<file path="src/rtl/hamming_two_nearest_matcher_macros.svh">
// Shared assertion macros for the matcher.
`ifndef HAMMING_TWO_NEAREST_MATCHER_MACROS_SVH
`define HAMMING_TWO_NEAREST_MATCHER_MACROS_SVH

// Require cons in the same cycle whenever ante holds.
`define HTNM_IMPLY(label, ante, cons, msg) \
	label: assert property (@(posedge clk) disable iff (!arst_n) (ante) |-> (cons)) \
		else $error(msg);

// Require cons in the cycle after ante holds.
`define HTNM_NEXT(label, ante, cons, msg) \
	label: assert property (@(posedge clk) disable iff (!arst_n) (ante) |=> (cons)) \
		else $error(msg);

// Forbid a condition outright.
`define HTNM_NEVER(label, cond, msg) \
	label: assert property (@(posedge clk) disable iff (!arst_n) !(cond)) \
		else $error(msg);

`endif

</file>
<file path="src/rtl/htnm_pkg.sv">
package htnm_pkg;

	// Default sizing of the reference store.
	localparam int MAX_REFERENCES_DEF       = 1024;
	localparam int WORDS_PER_DESCRIPTOR_DEF = 4;

	// Fixed port geometry.
	localparam int WORD_W     = 64;
	localparam int IN_WORDS   = 4;
	localparam int IN_DESC_W  = WORD_W * IN_WORDS;
	localparam int WPOP_W     = 7;
	localparam int OUT_IDX_W  = 10;
	localparam int OUT_DIST_W = 9;
	localparam int DIST_SAT   = 511;

	typedef enum logic [1:0] {
		MODE_LOAD  = 2'd0,
		MODE_QUERY = 2'd1,
		MODE_CLEAR = 2'd2
	} mode_t;

	typedef struct packed {
		mode_t                op;
		logic [IN_DESC_W-1:0] desc;
	} cmd_t;

	typedef enum logic [1:0] {
		B_IDLE,
		B_SCAN,
		B_DRAIN
	} back_state_t;

	// Count set bits of one byte.
	function automatic logic [3:0] popcnt8(input logic [7:0] v);
		logic [3:0] n;
		n = '0;
		for (int i = 0; i < 8; i++) begin
			n = n + 4'(v[i]);
		end
		return n;
	endfunction

	// Count set bits of one 64-bit word as a sum of byte counts.
	function automatic logic [WPOP_W-1:0] popcnt64(input logic [WORD_W-1:0] v);
		logic [WPOP_W-1:0] n;
		n = '0;
		for (int b = 0; b < 8; b++) begin
			n = n + WPOP_W'(popcnt8(v[b*8 +: 8]));
		end
		return n;
	endfunction

endpackage

</file>
<file path="src/rtl/htnm_front.sv">
module htnm_front (
	input  logic                      clk,
	input  logic                      arst_n,
	input  logic                      start,
	output logic                      busy,
	input  logic [1:0]                mode,
	input  logic [63:0]               desc_word0,
	input  logic [63:0]               desc_word1,
	input  logic [63:0]               desc_word2,
	input  logic [63:0]               desc_word3,
	input  logic                      q_full,
	output logic                      push,
	output htnm_pkg::cmd_t            push_cmd
);
	import htnm_pkg::*;

	logic vld_q;
	cmd_t cmd_q;
	logic known;

	// Classify the mode: the unused code is dropped here.
	assign known = (mode == MODE_LOAD) || (mode == MODE_QUERY) || (mode == MODE_CLEAR);

	// Stall only while a held word cannot move into the queue.
	assign busy     = vld_q && q_full;
	assign push     = vld_q && !q_full;
	assign push_cmd = cmd_q;

	// Hold one accepted word.
	always_ff @(posedge clk or negedge arst_n) begin
		if (!arst_n) begin
			vld_q <= 1'b0;
		end else if (!busy) begin
			vld_q <= start && known;
		end
	end

	// Capture the payload on accept.
	always_ff @(posedge clk) begin
		if (start && !busy) begin
			cmd_q.op   <= mode_t'(mode);
			cmd_q.desc <= {desc_word3, desc_word2, desc_word1, desc_word0};
		end
	end

endmodule

</file>
<file path="config.mk">
export PLATFORM = sky130hd
export DESIGN_NAME = htnm_front
export DESIGN_NICKNAME = d
export VERILOG_FILES = /design/src/rtl/hamming_two_nearest_matcher_macros.svh /design/src/rtl/htnm_pkg.sv /design/src/rtl/htnm_front.sv
export SDC_FILE = /design/constraint.sdc
export NUM_CORES = 1
export LEC_CHECK = 0
export BUFFER_PORTS_ARGS = -buffer_cell sky130_fd_sc_hd__buf_4
export CORE_AREA = 10 10 196 198
export CTS_BUF_LIST = sky130_fd_sc_hd__clkbuf_4 sky130_fd_sc_hd__clkbuf_8 sky130_fd_sc_hd__clkbuf_16
export DETAILED_ROUTE_END_ITERATION = 10
export DIE_AREA = 0 0 206 208
export HOLD_SLACK_MARGIN = 0.03
export SETUP_SLACK_MARGIN = 0.2
export SKIP_CTS_REPAIR_TIMING = 1
export SLEW_MARGIN = 0
export SYNTH_ARGS = -nofsm -noshare
export SYNTH_HDL_FRONTEND = slang
export SYNTH_SLANG_ARGS = --single-unit
</file>
<file path="constraint.sdc">
create_clock -name clk -period 38.4 [get_ports clk]
set_input_delay 1.92 -clock clk [delete_from_list [all_inputs] [get_ports clk]]
set_output_delay 1.92 -clock clk [all_outputs]
set_load 0.005 [all_outputs]
</file>
Word-level counts from Yosys, hierarchy flattened --
Cells that the tools add are included.
Storage, ports and cells: register bits after elaboration 259, input bits 262, output and inout bits 260, word-level logic and storage cells 14
Operators by class: equal/unequal tests 2, reductions and logical operators 9
Operator list (number):
- $logic_and 1x1->1 | 4
- $eq 2x1->1 const B | 1
- $eq 2x2->1 const B | 1
- $logic_not 1->1 | 2
- $logic_not 2->1 | 1
- $logic_or 1x1->1 | 2

Longest topological paths before layout --
depth after elaboration 4, gate-level depth with buffers 2, mapped depth without buffers 2

Worst setup path after synthesis --
No wires, ideal clock.
kind input to register, from input q_full, to register cmd_q (netlist bit push_cmd[0]), enable pin, arrival 13.363 ns, path slack 24.127 ns, stages 2, path buffers 0, path through and2_4 -> nor2b_1
On the way: cells in the longest elaborated chain, start to end 3
Ends and longest elaborated chain:
- start, declared | RTL line htnm_front.sv:11 | input logic q_full,
- $logic_and 1x1->1 | RTL line htnm_front.sv:25 | assign busy = vld_q && q_full;
- $logic_not 1->1 | RTL line htnm_front.sv:40 | if (start && !busy) begin
- $logic_and 1x1->1 | RTL line htnm_front.sv:40
- end, declared | RTL line htnm_front.sv:18 | cmd_t cmd_q;
No other way between the ends. A chain may end at the register's enable or synchronous reset.

Worst setup path in the final report --
from input q_full, to output busy
On the way: cells in the longest elaborated chain, start to end 1
Ends and longest elaborated chain:
- $logic_and 1x1->1 | RTL line htnm_front.sv:25
- end, declared | RTL line htnm_front.sv:5 | output logic busy,
No other way between the ends.

==> run_results.csv <==
group,metric,value,unit
floorplan,die-height,208,um
timing,setup_viol,0,
route,drc,0,
route,wl_per_cell,21.5,um
yosys,synth_area,0.00780,mm2
setup_path,cp_max_fo,3,
global_route,grt_pass1_vias,5507,
place,globalplace.congestion,0.793,
timing,slew_violations,0,
place,dp_hpwl,22.3,mm
yosys,ys_ff_latch,259,
setup_path,required,36480,ps
floorplan,coreArea,0.0344,mm2
cts,cts-root-buf,"clkbuf_16",
setup_path,worstSetupPathType,"in -> out",
yosys,syn_inst,264,
yosys,synth_area_leaders,"edfxtp_1, dfrtp_1, nor2b_1",
floorplan,initial_core_util,0.227,
yosys,yosys_most_used_dff,"edfxtp_1",
global_route,groute.usage.overall,0.122,
route,vias,4815,
global_route,grt_max_degree,176,
route,wirelength,27.8,mm
cts,h-tree-depth,1,
yosys,avgSynthCellArea,29.6,um2
floorplan,num_rows,68,
cts,cts_num_sinks,259,
timing,hold_viol,0,
power_and_ir_drop,swShare,0.206,
layout,final_area,0.0132,mm2
yosys,yosys_warnings,0,
timing,rsz0062_at_grt,"no",
hold_path,hold_path.class,"reg -> reg",
layout,drive_gt1_frac,0.678,
power_and_ir_drop,clockPowerShare,0.398,
timing,whs,678,ps
place,io_buffers,521,
yosys,synth_top_cell_by_area,"edfxtp_1",
floorplan,dieArea,0.0428,mm2
timing,timing.fmax,235,MHz
timing,worst_pin_slew,1060,ps
yosys,synth.distinct_cells,6,
power_and_ir_drop,p_leak,5.47,nW
yosys,syn_nets,526,
yosys,synthArstFlopShare,0.00386,
outcome,status,"finished clean",
global_route,overflow,0,
global_route,antenna_found_initial,4,
timing,period_share,0.111,
hold_path,hold_path_depth,2,
yosys,synth_edf_count,258,
setup_path,cp-end-kind,"output port",
power_and_ir_drop,vdd_ir_drop_max,0.0342,mV
route,ant_nets,0,
cts,clk_latency,530,ps
power_and_ir_drop,power.switching,0.135,mW
yosys,yosysTopAreaCellShare,0.993,
global_route,grt_first_pass_wirelength,38.4,mm
setup_path,rr_worst_depth,4,
place,place_area,0.0123,mm2
yosys,synth.top_cells.by_count,"edfxtp_1, nor2b_1",
floorplan,io_pins,522,
timing,layout_min_cycle_time,4250,ps
layout,fill_cells,3219,
layout,area_delta_synth_final,69.5,%
yosys,yosysMostFrequentCell,"edfxtp_1",
setup_path,start_kind,"input pin",
flow_run,cap_violations,0,
yosys,yosysSeqAreaShare,0.996,
cts,cts_made_buffers,28,
cts,clk_path_buf_depth,3,
power_and_ir_drop,powerDensity,49.6,mW/mm2
route,routed_via_density,3.72,
power_and_ir_drop,internal_power,0.521,mW
cts,path_clk_slew,50,ps
power_and_ir_drop,comb_power_share,0.088,
cts,cts_tree,"done",
setup_path,arrival,2330,ps
floorplan,die_width,206,um
timing,relSlewSlack,0.296,
route,dr.pass1.iters,5,
timing,clock_skew,12.2,ps
timing,tns,0,ps
layout,final_nets,1079,
power_and_ir_drop,power_frac_seq,0.514,
route,drtIter0Drc,180,
-- cell usage in the layout (no fill, tap or decap) --
| cell | instances |
|---|---|
| a21o_1 | 1 |
| and2_4 | 1 |
| buf_12 | 1 |
| buf_4 | 522 |
| bufinv_16 | 2 |
| clkbuf_16 | 29 |
| clkbuf_4 | 4 |
| clkinv_1 | 8 |
| clkinv_2 | 4 |
| clkinv_4 | 2 |
| dfrtp_1 | 1 |
| diode_2 | 2 |
| edfxtp_1 | 258 |
| inv_6 | 2 |
| nand2_1 | 1 |
| nor2b_1 | 1 |
| nor2b_4 | 1 |
-- area by class of cell --
| class | instances | area, um2 | area share |
|---|---|---|---|
| sequential | 259 | 7770 | 0.588 |
| timing repair buffer | 523 | 3940 | 0.298 |
| clock buffer | 33 | 756 | 0.0571 |
| tap | 455 | 569 | 0.0430 |
| clock inverter | 18 | 145 | 0.0110 |
| multi-input combinational | 5 | 40.0 | 0.00303 |
| antenna | 2 | 5.00 | 0.000378 |
-- routing by layer --
layer | up-vias | global-route usage | share of wire | routed length, um
met5 | - | 0 | 0 | 0
met1 | 2303 | 0.125 | 0.34 | 9530
li1 | 2193 | - | - | -
met3 | 37 | 0.0559 | 0.12 | 3340
met4 | 0 | 0.0371 | 0.018 | 514
met2 | 282 | 0.217 | 0.52 | 14400
-- worst max-delay path, stage by stage --
cell and delay (ps):
buf_4 110, and2_4 150, buf_4 140
-- worst paths after layout --
path	startpoint	end	slack (ps)
worst max-delay path	q_full	busy	34150
worst min-delay path	vld_q$_DFFE_PN0N_	vld_q$_DFFE_PN0N_	680
worst max register to register	vld_q$_DFFE_PN0N_	push_cmd[177]$_DFFE_PP_	35680
worst min register to register	vld_q$_DFFE_PN0N_	vld_q$_DFFE_PN0N_	680
max in group asynchronous	arst_n	vld_q$_DFFE_PN0N_	37170
min in group asynchronous	arst_n	vld_q$_DFFE_PN0N_	1150
-- metrics by stage --
step / util / power (mW) / cells / setup slack, ps
after global placement: 0.358 / 0.402 / 1242 / 33980
final: 0.385 / 0.656 / 1295 / 34150
after global routing: 0.385 / 0.684 / 1294 / 34150
after CTS: 0.385 / 0.668 / 1293 / 34150
after detailed placement: 0.358 / 0.403 / 1242 / 33950
after floorplan: - / 0.357 / 264 / 24130
-- registers in the layout, summed over array words and instances, names as in the netlist --
| register | count |
|---|---|
| vld_q | 1 |
| push_cmd | 258 |
-- power by group through the flow --
stage	Sequential [mW]	Clock, mW	Combinational (mW)
2_1_floorplan	0.351	0	0.00571
3_3_place_gp	0.343	0	0.0589
3_5_place_dp	0.343	0	0.0596
4_1_cts	0.337	0.271	0.0596
5_1_grt	0.339	0.283	0.0625
6_report	0.337	0.261	0.0577
-- logic make-up (layout without fill, tap and decap cells) --
logic type | Yosys count | in the layout | synth area share
DFF | 259 | 259 | 0.996
other | 0 | 2 | 0
AOI/OAI and AO/OA | 1 | 1 | 0.000962
buffers and inverters | 0 | 574 | 0
and+or+nand+nor | 4 | 4 | 0.00321
(Power assumes the default switching activity.)
