**config.mk**
```make
export PLATFORM = sky130hd
export DESIGN_NAME = htnm_queue
export DESIGN_NICKNAME = d
export VERILOG_FILES = /design/src/rtl/htnm_pkg.sv /design/src/rtl/htnm_queue.sv
export VERILOG_INCLUDE_DIRS = /design/src /design/src/rtl
export SDC_FILE = /design/constraint.sdc
export NUM_CORES = 1
export LEC_CHECK = 0
export BUFFER_PORTS_ARGS = -buffer_cell sky130_fd_sc_hd__buf_2
export CAP_MARGIN = 20
export CORE_MARGIN = 5
export CORE_UTILIZATION = 30
export DETAILED_ROUTE_END_ITERATION = 16
export GPL_ROUTABILITY_DRIVEN = 0
export PLACE_DENSITY = 0.6
export SETUP_SLACK_MARGIN = 0.1
export SLEW_MARGIN = 25
export SYNTH_ARGS = -nofsm -noshare
export SYNTH_HDL_FRONTEND = slang
export SYNTH_SLANG_ARGS = --single-unit
```
**constraint.sdc**
```tcl
create_clock -name clk -period 14 [get_ports clk]
set_clock_uncertainty 0.1 [all_clocks]
set_input_delay 2.8 -clock clk [delete_from_list [all_inputs] [get_ports clk]]
set_output_delay 2.8 -clock clk [all_outputs]
set_load 0.02 [all_outputs]
```
**src/rtl/hamming_two_nearest_matcher_macros.svh**
```systemverilog
// Shared assertion macros for the matcher.
`ifndef HAMMING_TWO_NEAREST_MATCHER_MACROS_SVH
`define HAMMING_TWO_NEAREST_MATCHER_MACROS_SVH

// Require cons in the same cycle whenever ante holds.
`define HTNM_IMPLY(label, ante, cons, msg) \
	label: assert property (@(posedge clk) disable iff (!arst_n) (ante) |-> (cons)) \
		else $error(msg);

// Require cons in the cycle after ante holds.
`define HTNM_NEXT(label, ante, cons, msg) \
	label: assert property (@(posedge clk) disable iff (!arst_n) (ante) |=> (cons)) \
		else $error(msg);

// Forbid a condition outright.
`define HTNM_NEVER(label, cond, msg) \
	label: assert property (@(posedge clk) disable iff (!arst_n) !(cond)) \
		else $error(msg);

`endif

```
**src/rtl/htnm_pkg.sv**
```systemverilog
package htnm_pkg;

	// Default sizing of the reference store.
	localparam int MAX_REFERENCES_DEF       = 1024;
	localparam int WORDS_PER_DESCRIPTOR_DEF = 4;

	// Fixed port geometry.
	localparam int WORD_W     = 64;
	localparam int IN_WORDS   = 4;
	localparam int IN_DESC_W  = WORD_W * IN_WORDS;
	localparam int WPOP_W     = 7;
	localparam int OUT_IDX_W  = 10;
	localparam int OUT_DIST_W = 9;
	localparam int DIST_SAT   = 511;

	typedef enum logic [1:0] {
		MODE_LOAD  = 2'd0,
		MODE_QUERY = 2'd1,
		MODE_CLEAR = 2'd2
	} mode_t;

	typedef struct packed {
		mode_t                op;
		logic [IN_DESC_W-1:0] desc;
	} cmd_t;

	typedef enum logic [1:0] {
		B_IDLE,
		B_SCAN,
		B_DRAIN
	} back_state_t;

	// Count set bits of one byte.
	function automatic logic [3:0] popcnt8(input logic [7:0] v);
		logic [3:0] n;
		n = '0;
		for (int i = 0; i < 8; i++) begin
			n = n + 4'(v[i]);
		end
		return n;
	endfunction

	// Count set bits of one 64-bit word as a sum of byte counts.
	function automatic logic [WPOP_W-1:0] popcnt64(input logic [WORD_W-1:0] v);
		logic [WPOP_W-1:0] n;
		n = '0;
		for (int b = 0; b < 8; b++) begin
			n = n + WPOP_W'(popcnt8(v[b*8 +: 8]));
		end
		return n;
	endfunction

endpackage

```
**src/rtl/htnm_queue.sv**
```systemverilog
`include "hamming_two_nearest_matcher_macros.svh"

module htnm_queue (
	input  logic           clk,
	input  logic           arst_n,
	input  logic           push,
	input  htnm_pkg::cmd_t push_cmd,
	output logic           full,
	input  logic           pop,
	output logic           head_vld,
	output htnm_pkg::cmd_t head_cmd
);
	import htnm_pkg::*;

	localparam int DEPTH = 2;

	cmd_t       ent_q [DEPTH];
	logic       wr_ptr_q;
	logic       rd_ptr_q;
	logic [1:0] cnt_q;

	assign full     = (cnt_q == 2'(DEPTH));
	assign head_vld = (cnt_q != 2'd0);
	assign head_cmd = ent_q[rd_ptr_q];

	// Advance pointers and occupancy.
	always_ff @(posedge clk or negedge arst_n) begin
		if (!arst_n) begin
			wr_ptr_q <= 1'b0;
			rd_ptr_q <= 1'b0;
			cnt_q    <= 2'd0;
		end else begin
			if (push) begin
				wr_ptr_q <= !wr_ptr_q;
			end
			if (pop) begin
				rd_ptr_q <= !rd_ptr_q;
			end
			if (push && !pop) begin
				cnt_q <= cnt_q + 2'd1;
			end else if (pop && !push) begin
				cnt_q <= cnt_q - 2'd1;
			end
		end
	end

	// Store the pushed word.
	always_ff @(posedge clk) begin
		if (push) begin
			ent_q[wr_ptr_q] <= push_cmd;
		end
	end

	`HTNM_IMPLY(a_no_overflow, push, !full, "push into a full queue")
	`HTNM_IMPLY(a_no_underflow, pop, head_vld, "pop from an empty queue")
	`HTNM_NEXT(a_fill, push && !pop, cnt_q == $past(cnt_q) + 2'd1, "occupancy lost a push")

endmodule

```
== After elaboration in Yosys (flattened, before gate mapping) ==
Memories as Yosys holds them, arrays and structs flattened.
Index checks and enable logic that the tools add are counted.

* Memories kept: 1
* Word-level logic and storage cells: 19
* Register bits after elaboration: 4
* Memory bits (writable): 516

{| class="wikitable"
|+ Memory list
! name !! depth !! width !! read ports !! clocked after memory_dff !! wr ports !! line !! text
|-
| ent_q || 2 || 258 || 1 || 0 || 1 || htnm_queue.sv:17 || <nowiki>cmd_t ent_q [DEPTH];</nowiki>
|}

* Reductions and logical operators: 8
* Equality and inequality tests: 1
* Multiplexer cells: 4
* Add/subtract/negate cells: 2

{| class="wikitable"
|+ Operators by type and width
! cell !! number
|-
| $logic_not 1->1 || 4
|-
| $mux 2 || 2
|-
| $reduce_bool 2->1 || 2
|-
| $add 2x1->2 const B || 1
|-
| $eq 2x2->1 const B || 1
|-
| $logic_and 1x1->1 || 2
|-
| $mux 1 || 2
|-
| $sub 2x1->2 const B || 1
|}

== Longest topological paths before layout ==
Gate-level depths: netlist of the first run.

* Depth in word-level cells: 4
* Depth in mapped cells: 5
* Depth with buffers taken out: 5

== Worst setup path before layout of the first run ==
Ideal clock, no wire load.

* Path kind: input port to flip-flop
* Start: input push
* End: memory ent_q[0][0] (netlist bit) (enable)
* Required time: 12.987 ns
* Arrival: 13.901 ns
* Setup time: 0.913 ns
* Slack: -0.914 ns
* Stages: 1
* Cells stage by stage: nor2b_1

* Longest elaborated chain between the ends: 2

{| class="wikitable"
|+ Ends and longest elaborated chain
! item !! line !! text
|-
| from (decl) || htnm_queue.sv:6 || <nowiki>input logic push,</nowiki>
|-
| $mux 1 || htnm_queue.sv:49 || <nowiki>if (push) begin</nowiki>
|-
| $mux 1 (not written as such) || htnm_queue.sv:50 || <nowiki>ent_q[wr_ptr_q] <= push_cmd;</nowiki>
|-
| to (decl) || htnm_queue.sv:17 ||
|}

No other way between the ends.

==> results of run 1 <==
==> area by class of cell <==
cell class / count / area (sq um)
Clock inverter: 21 / 233
Antenna cell: 8 / 20.0
Fill cell: 6017 / 39800
Timing Repair Buffer: 530 / 2700
Inverter: 1 / 3.75
Sequential cell: 520 / 15600
Tap cell: 855 / 1070
Clock buffer: 77 / 1520
Multi-Input combinational cell: 269 / 3760
==> layer usage <==
layer | GRT usage | up-vias | part of all wire
li1 | - | 4400 | -
met1 | 0.128 | 4746 | 0.35
met2 | 0.213 | 379 | 0.52
met3 | 0.0508 | 77 | 0.099
met4 | 0.0377 | 8 | 0.025
met5 | 0 | - | 0.0013
==> synth_stat cells <==
cell	count	area [sq um]
and2_1	1	6.26
mux2_4	202	3030
edfxtp_1	516	15500
dfrtp_1	4	100
nor2b_1	2	12.5
buf_6	25	282
inv_1	1	3.75
ha_1	1	12.5
xnor2_1	1	8.76
or2_2	1	6.26
mux2_2	56	631
nor2_1	1	3.75
buf_2	4	20.0
xor2_1	4	35.0
==> sequential cells by signal (all words and copies together) (netlist names) <==
register  count
ent_q       516
cnt_q         2
wr_ptr_q      1
rd_ptr_q      1
==> through the flow <==
step,hold WS (ns),instance area (sq um)
2_1_floorplan,0.347,19700
3_3_place_gp,0.371,23100
3_5_place_dp,0.393,23100
4_1_cts,0.411,24900
5_1_grt,0.439,24900
6_report,0.408,24900
==> power by group through the flow <==
| stage | Clock, uW | Combinational [uW] | Sequential [uW] |
|---|---|---|---|
| 2_1_floorplan | 0 | 1350 | 2230 |
| 3_3_place_gp | 0 | 1810 | 2200 |
| 3_5_place_dp | 0 | 1820 | 2220 |
| 4_1_cts | 1460 | 1830 | 2180 |
| 5_1_grt | 1520 | 1890 | 2200 |
| 6_report | 1400 | 1780 | 2180 |
==> worst max-delay path, stage by stage (launching register included) <==
cell	delay, ns
dfrtp_4	0.97
buf_4	0.72
buf_4	0.85
mux2_4	0.36
buf_2	0.16
==> path summary, 6_finish.rpt <==
path / depth (start not counted) / to / start / slack (ns)
min: 1 / cnt_q[1] / cnt_q[1] / 0.41
max in group asynchronous: 1 / rd_ptr_q / arst_n / 11.73
min in group asynchronous: 1 / rd_ptr_q / arst_n / 1.92
max reg2reg: 3 / ent_q[0][89] / wr_ptr_q / 10.84
max: 4 / head_cmd[183] / rd_ptr_q / 7.31
min reg2reg: 1 / cnt_q[1] / cnt_q[1] / 0.41
==> cell families (layout without fill, tap and decap cells) <==
group	Yosys count	count (layout)	synth area share
xor gates and xnor gates	5	5	0.00223
adders and majority gates	1	1	0.000637
buffers and inverters	30	629	0.0155
DFF	520	520	0.794
muxes	258	258	0.186
other	0	8	0
and+or+nand+nor	5	5	0.00146
==> reports/qor.yml, run 1 <==
crit_path_end_kind: "output pin"
rsz0062_at_grt: "no"
die_y_microns: 266
drcViolationCount: 0
root_buffer: "clkbuf_16"
final_common_cell: "buf_2"
drt_iter0_drc: 498
syn_nets: 1082
ant_nets: 0
p_seq_frac: 0.406
pre_cts_slack_ns: 7.93
core_sq_mm: 0.0647
detail_route.wl_per_cell_microns: 19.6
wl_mm: 44.6
placedCellCount: 2175
maxSlewViolCount: 0
fin_crit_ns: 6.69
worstHoldPathType: "reg2reg"
cap_viol_max_count: 0
ioPinCount: 522
critical_path_class: "reg2out"
status: "complete, no violations"
grtUsageTotal: 0.119
clock-sinks: 520
switching_share: 0.315
nNetsFinal: 1639
clockBufferDepth: 3
combPwrFrac: 0.332
portBuffers: 521
core.rowCount: 93
cts.clk_slew.worst_paths_ns: 0.06
hpwl_mm: 31.4
viasPerCell: 4.21
critPathLaunchType: "flip-flop"
final_util: 0.385
vdd_drop_max_mv: 0.140
hold_viol_final: 0
drtPass1Iterations: 4
worst_slew_pin_slew_ns: 0.989
power_leakage_uw: 0.00977
cp_max_fo: 54
synth-warning-count: 0
ctsResizeCount: 0
ys_seq_elements: 520
grt-ovfl-total: 0
die_area_sq_mm: 0.0707
post-route-period-util: 0.478
required_ns: 11.10
postSynthCellCount: 819
final_cell_mix: "521 x buf_2, 516 x edfxtp_1, 202 x mux2_4"
yosysUniqueCellTypes: 14
cts_tree: "built"
avgSynthCellArea_sq_um: 24.0
fp.dieW_microns: 266
drive_gt1_frac: 0.611
initial_core_util: 0.304
synth_area_sq_mm: 0.0196
antenna_found_initial: 12
clk_latency_ns: 0.57
ctsHtreeMaxLevel: 2
grt_pass1_vias: 10600
seq_area_frac_synth: 0.794
fin_total_pwr_uw: 5360
fmax_mhz: 150
arrival_ns: 3.79
power_density_mw_per_mm2: 215
grt_pass1_wl_mm: 64.6
relSlewSlack: 0.340
grt_max_degree: 124
via_count: 9610
setup_viol: 0
final_cells: 2281
pwr-share-clk: 0.262
area_growth_pct: 26.8
cts_buffers: 54
tns_ns: 0
p_int_uw: 3670
fin_ws_ns: 7.31
post_cts_buffers: 0
p_sw_uw: 1690
cts_hold_buf: 0
Power figures use the tool's default switching activity.
==> inputs of run 2 (changes only) <==
==> constraint.sdc (replaced) <==
create_clock -name clk -period 6.6 [get_ports clk]
set_clock_uncertainty 0.1 [all_clocks]
set_input_delay 1.32 -clock clk [delete_from_list [all_inputs] [get_ports clk]]
set_output_delay 1.32 -clock clk [all_outputs]
set_load 0.02 [all_outputs]
==> reports/qor.yml, run 2 (same netlist as run 1, synthesis figures left out) <==
hpwl_mm: 29.4  # was 31.4 mm
clock-sinks: 520  # unchanged
post_cts_buffers: 0  # unchanged
crit_path_end_kind: "output pin"  # unchanged
core_sq_mm: 0.0647  # unchanged
fin_crit_ns: 4.22
p_seq_frac: 0.404  # was 0.406
core.rowCount: 93  # unchanged
arrival_ns: 2.80  # was 3.79 ns
hold_viol_final: 0  # unchanged
fin_total_pwr_uw: 11400  # was 5360 uW
clk_latency_ns: 0.57  # about the same
viasPerCell: 4.23  # was 4.21
largest_register_ffs: 516  # unchanged
worst_slew_pin_slew_ns: 1.05  # was 0.989 ns
p_int_uw: 7810  # was 3670 uW
final_common_cell: "buf_2"  # unchanged
critical_path_class: "reg2out"  # unchanged
post-route-period-util: 0.639
pwr-share-clk: 0.264  # was 0.262
power_leakage_uw: 0.00981  # was 0.00977 uW
regArea_sq_mm: 0.0156  # unchanged
setup_viol: 0  # unchanged
ctsHtreeMaxLevel: 2  # unchanged
cts_hold_buf: 0  # unchanged
ioPinCount: 522  # unchanged
maxSlewViolCount: 0  # unchanged
biggestRegsByFlops: "ent_q x516, cnt_q x2"  # unchanged
relSlewSlack: 0.300  # was 0.340
nNetsFinal: 1640  # was 1,639
grt-ovfl-total: 0  # unchanged
clockBufferDepth: 3  # unchanged
initial_core_util: 0.304  # unchanged
switching_share: 0.316  # was 0.315
drcViolationCount: 0  # unchanged
status: "complete, no violations"  # unchanged
required_ns: 5.18  # was 11.10 ns
fill_cells: 5968  # was 6,017
die_y_microns: 266  # unchanged
worstHoldPathType: "reg2reg"  # unchanged
portBuffers: 521  # unchanged
cp_max_fo: 51  # was 54
regMostFlops: "ent_q"  # unchanged
root_buffer: "clkbuf_16"  # unchanged
ant_nets: 0  # unchanged
combPwrFrac: 0.332  # about the same
r2r-start: "wr_ptr_q"  # unchanged
grt_pass1_vias: 10300  # was 10,600
startpoint: "rd_ptr_q"  # unchanged
critPathLaunchType: "flip-flop"  # unchanged
cts_buffers: 55  # was 54
power_density_mw_per_mm2: 457  # was 215 mW/mm^2
vdd_drop_max_mv: 0.321  # was 0.140 mV
via_count: 9640  # was 9,610
r2r_slack_ns: 4.69  # was 10.84 ns
drt_iter0_drc: 443  # was 498
tns_ns: 0  # unchanged
antenna_found_initial: 10  # was 12
hp-start: "cnt_q[1]"  # unchanged
drive_gt1_frac: 0.615  # was 0.611
die_area_sq_mm: 0.0707  # unchanged
hold_slack_ns: 0.394  # was 0.408 ns
area_growth_pct: 27.2  # was 26.8%
fmax_mhz: 237
cts_tree: "built"  # unchanged
rsz0062_at_grt: "no"  # unchanged
p_sw_uw: 3610  # was 1690 uW
grt_pass1_wl_mm: 62.3  # was 64.6 mm
fp.dieW_microns: 266  # unchanged
final_cell_mix: "521 x buf_2, 516 x edfxtp_1, 202 x mux2_4"  # unchanged
cap_viol_max_count: 0  # unchanged
ctsResizeCount: 0  # unchanged
cts.clk_slew.worst_paths_ns: 0.06  # about the same
wl_mm: 42.9  # was 44.6 mm
grtUsageTotal: 0.114  # was 0.119
grt_max_degree: 135  # was 124
multiInputGateArea_sq_mm: 0.00376  # unchanged
drtPass1Iterations: 4  # unchanged
detail_route.wl_per_cell_microns: 18.8  # was 19.6 microns
-- run 2: changes by cell type in the layout (fill, tap and decap cells not counted) --
| cell | before | now |
|---|---|---|
| buf_12 | 2 | 7 |
| buf_4 | 7 | 2 |
| clkinv_4 | 0 | 4 |
| bufinv_16 | 5 | 6 |
| inv_6 | 1 | 0 |
| clkinvlp_4 | 2 | 3 |
| clkbuf_8 | 2 | 0 |
| clkbuf_1 | 18 | 9 |
| clkinv_1 | 5 | 9 |
| diode_2 | 8 | 6 |
| clkinv_2 | 8 | 9 |
-- run 2: routing by layer --
| metal | GRT usage | routed length (microns) | vias up |
|---|---|---|---|
| li1 | - | - | 4399 |
| met2 | 0.195 | 21800 | 350 |
| met4 | 0.0433 | 1380 | 10 |
| met5 | 0 | 77 | - |
| met3 | 0.0426 | 3660 | 101 |
| met1 | 0.130 | 15900 | 4780 |
-- run 2: path summary, 6_finish.rpt --
kind / end / cells past startpoint
min in group asynchronous: cnt_q[1] / 1
max in group asynchronous: rd_ptr_q / 1
hold reg to reg: cnt_q[1] / 1
setup / recovery: head_cmd[7] / 3
setup reg to reg: ent_q[0][223] / 2
hold / removal: cnt_q[1] / 1
-- run 2: final cells by class --
type                       instances  area share
timing repair buffer             530       0.111
inverter                           1    0.000150
clock buffer                      66      0.0584
multi-input combinational        269       0.150
tap                              855      0.0428
clock inverter                    31      0.0127
sequential                       520       0.624
antenna                            6    0.000601
-- run 2: worst max-delay path, stage by stage (launching register included) --
cell	delay, ns
dfrtp_4	1.05
buf_4	0.58
mux2_2	0.39
buf_2	0.16
-- run 2: metrics by stage --
stage	setup slack, ns	area (sq um)	utilization	std cells
after floorplan	0.886	19700	-	819
after global placement	2.94	23200	0.358	2175
after detailed placement	2.92	23200	0.358	2175
after CTS	2.26	25000	0.386	2272
after global routing	2.20	25000	0.386	2277
final	2.38	25000	0.386	2278
-- run 2: power groups by stage --
stage	combinational, uW	sequential (uW)	clock, uW
after floorplan	2860	4630	0
after global placement	3870	4660	0
after detailed placement	3880	4690	0
after CTS	3890	4620	3120
after global routing	4010	4670	3270
final	3800	4610	3020
==> inputs of run 3 (changes only) <==
==> constraint.sdc (replaced) <==
create_clock -name clk -period 3.9 [get_ports clk]
set_clock_uncertainty 0.1 [all_clocks]
set_input_delay 0.78 -clock clk [delete_from_list [all_inputs] [get_ports clk]]
set_output_delay 0.78 -clock clk [all_outputs]
set_load 0.02 [all_outputs]
==> reports/qor.yml, run 3 (same netlist as run 1, synthesis figures left out) <==
detail_route.wl_per_cell_microns: 19.5  # was 18.8 microns
p_int_uw: 13600  # was 7810 uW
cpMostUsedCell: "buf_12"
required_ns: 3.02  # was 5.18 ns
fill_cells: 5985  # was 5,968
die_y_microns: 266  # unchanged
antenna_found_initial: 12  # was 10
area_growth_pct: 29.3  # was 27.2%
final_cells: 2314  # was 2,278
power_leakage_uw: 0.0100  # was 0.00981 uW
maxSlewViolCount: 0  # unchanged
final_cell_mix: "521 x buf_2, 516 x edfxtp_1, 202 x mux2_4"  # unchanged
crit_path_end_kind: "output pin"  # unchanged
hold_viol_final: 0  # unchanged
largest_register_ffs: 516  # unchanged
nNetsFinal: 1668  # was 1,640
viasPerCell: 4.22  # was 4.23
pwr-share-clk: 0.269  # was 0.264
clockBufferDepth: 3  # unchanged
pre_cts_slack_ns: 1.30  # was 2.92 ns
ctsHtreeMaxLevel: 2  # unchanged
grt_pass1_vias: 10800  # was 10,300
critical_path_class: "reg2out"  # unchanged
setup_viol: 0  # unchanged
rsz0062_at_grt: "no"  # unchanged
wl_mm: 45.2  # was 42.9 mm
relSlewSlack: 0.400  # was 0.300
crit_chain: "buf_12 -> buf_12 -> mux2_2 -> buf_2"  # was buf_4 -> mux2_2 -> buf_2
final_common_cell: "buf_2"  # unchanged
max_stage_delay_ns: 0.56  # was 1.05 ns
core.rowCount: 93  # unchanged
status: "complete, no violations"  # unchanged
post-route-period-util: 0.812
p_seq_frac: 0.387  # was 0.404
drive_gt1_frac: 0.621  # was 0.615
fp.dieW_microns: 266  # unchanged
grt-ovfl-total: 0  # unchanged
portBuffers: 521  # unchanged
vdd_drop_max_mv: 0.458  # was 0.321 mV
placedCellCount: 2201  # was 2,175
hpwl_mm: 32.4  # was 29.4 mm
r2r_slack_ns: 1.87  # was 4.69 ns
fmax_mhz: 316
fin_crit_ns: 3.17
worstHoldPathType: "in2reg"  # was reg2reg
crit_family: "buffers and inverters"  # was flip-flops
switching_share: 0.315  # was 0.316
via_count: 9767  # was 9,640
crit_buf_inv: 3  # was 2
biggestRegsByFlops: "ent_q x516, cnt_q x2"  # unchanged
die_area_sq_mm: 0.0707  # unchanged
drtPass1Iterations: 6  # was 4
cp_slowest_cell: "dfrtp_4"  # unchanged
grt_pass1_wl_mm: 65.9  # was 62.3 mm
initial_core_util: 0.304  # unchanged
combPwrFrac: 0.344  # was 0.332
fin_ws_ns: 0.733  # was 2.38 ns
root_buffer: "clkbuf_16"  # unchanged
ant_nets: 0  # unchanged
cts_buffers: 56  # was 55
core_sq_mm: 0.0647  # unchanged
regMostFlops: "ent_q"  # unchanged
cap_viol_max_count: 0  # unchanged
clk_latency_ns: 0.58  # was 0.57 ns
worst_slew_pin_slew_ns: 0.901  # was 1.05 ns
grt_max_degree: 81  # was 135
ctsResizeCount: 0  # unchanged
cp_max_fo: 38  # was 51
cts.clk_slew.worst_paths_ns: 0.06  # about the same
p_sw_uw: 6250  # was 3610 uW
ioPinCount: 522  # unchanged
arrival_ns: 2.29  # was 2.80 ns
clock-sinks: 520  # unchanged
cts_tree: "built"  # unchanged
hold_slack_ns: 0.281  # was 0.394 ns
drt_iter0_drc: 448  # was 443
critPathLaunchType: "flip-flop"  # unchanged
drcViolationCount: 0  # unchanged
power_density_mw_per_mm2: 780  # was 457 mW/mm^2
grtUsageTotal: 0.121  # was 0.114
run 3: changes by cell type in the layout (fill, tap and decap cells not counted), moves of 2 or more:
cell,change
buf_4,+16
buf_12,+10
clkbuf_1,+6
clkinv_4,-4
inv_6,+4
clkinv_2,+3
bufinv_16,+2
clkinv_1,-2
run 3: timing repair:
| item | CTS | global route |
|---|---|---|
| hold buffers | 1 | 0 |
| setup buffers | 0 | 0 |
| hold endpoints to repair | 4 | 0 |
run 3: cell type report:
type | count | area [sq um] | share of cell area
timing repair buffer | 557 | 3090 | 0.122
tap | 855 | 1070 | 0.0421
antenna | 6 | 15.0 | 0.000591
multi-input combinational | 269 | 3760 | 0.148
clock inverter | 33 | 377 | 0.0148
sequential | 520 | 15600 | 0.614
clock buffer | 73 | 1500 | 0.0589
inverter | 1 | 3.75 | 0.000148
run 3: final timing paths:
path,start,to,cells past startpoint
setup / recovery,rd_ptr_q,head_cmd[6],4
hold / removal,push_cmd[15],ent_q[1][15],1
setup reg to reg,wr_ptr_q,ent_q[1][80],2
hold reg to reg,cnt_q[1],cnt_q[1],1
max in group asynchronous,arst_n,rd_ptr_q,2
min in group asynchronous,arst_n,cnt_q[0],2
run 3: layer usage:
layer	vias up	part of all wire	GRT usage	wire length, microns
li1	4465	-	-	-
met1	4885	0.37	0.135	16700
met2	347	0.53	0.216	23800
met3	62	0.086	0.0451	3900
met4	8	0.018	0.0337	796
met5	-	0.0010	0	47
run 3: power groups by stage:
stage	logic (uW)	clock network, uW	registers [uW]
2_1_floorplan	4840	0	7840
3_3_place_gp	6950	0	7740
3_5_place_dp	6950	0	7800
4_1_cts	6980	5520	7690
5_1_grt	7190	5780	7760
6_report	6830	5330	7670
run 3: through the flow:
stage           util  cell area [sq um]  total power [uW]  TNS (ns)
4_1_cts        0.393              25400             20200         0
3_3_place_gp   0.363              23500             14700         0
3_5_place_dp   0.363              23500             14800         0
2_1_floorplan      -              19700             12700   -483.51
5_1_grt        0.393              25400             20700         0
6_report       0.393              25400             19800         0
run 3: worst reg2reg max path: stages, from the launching register on:
cell and delay [ns]:
dfrtp_1 0.41, and2_4 0.77, buf_4 0.42
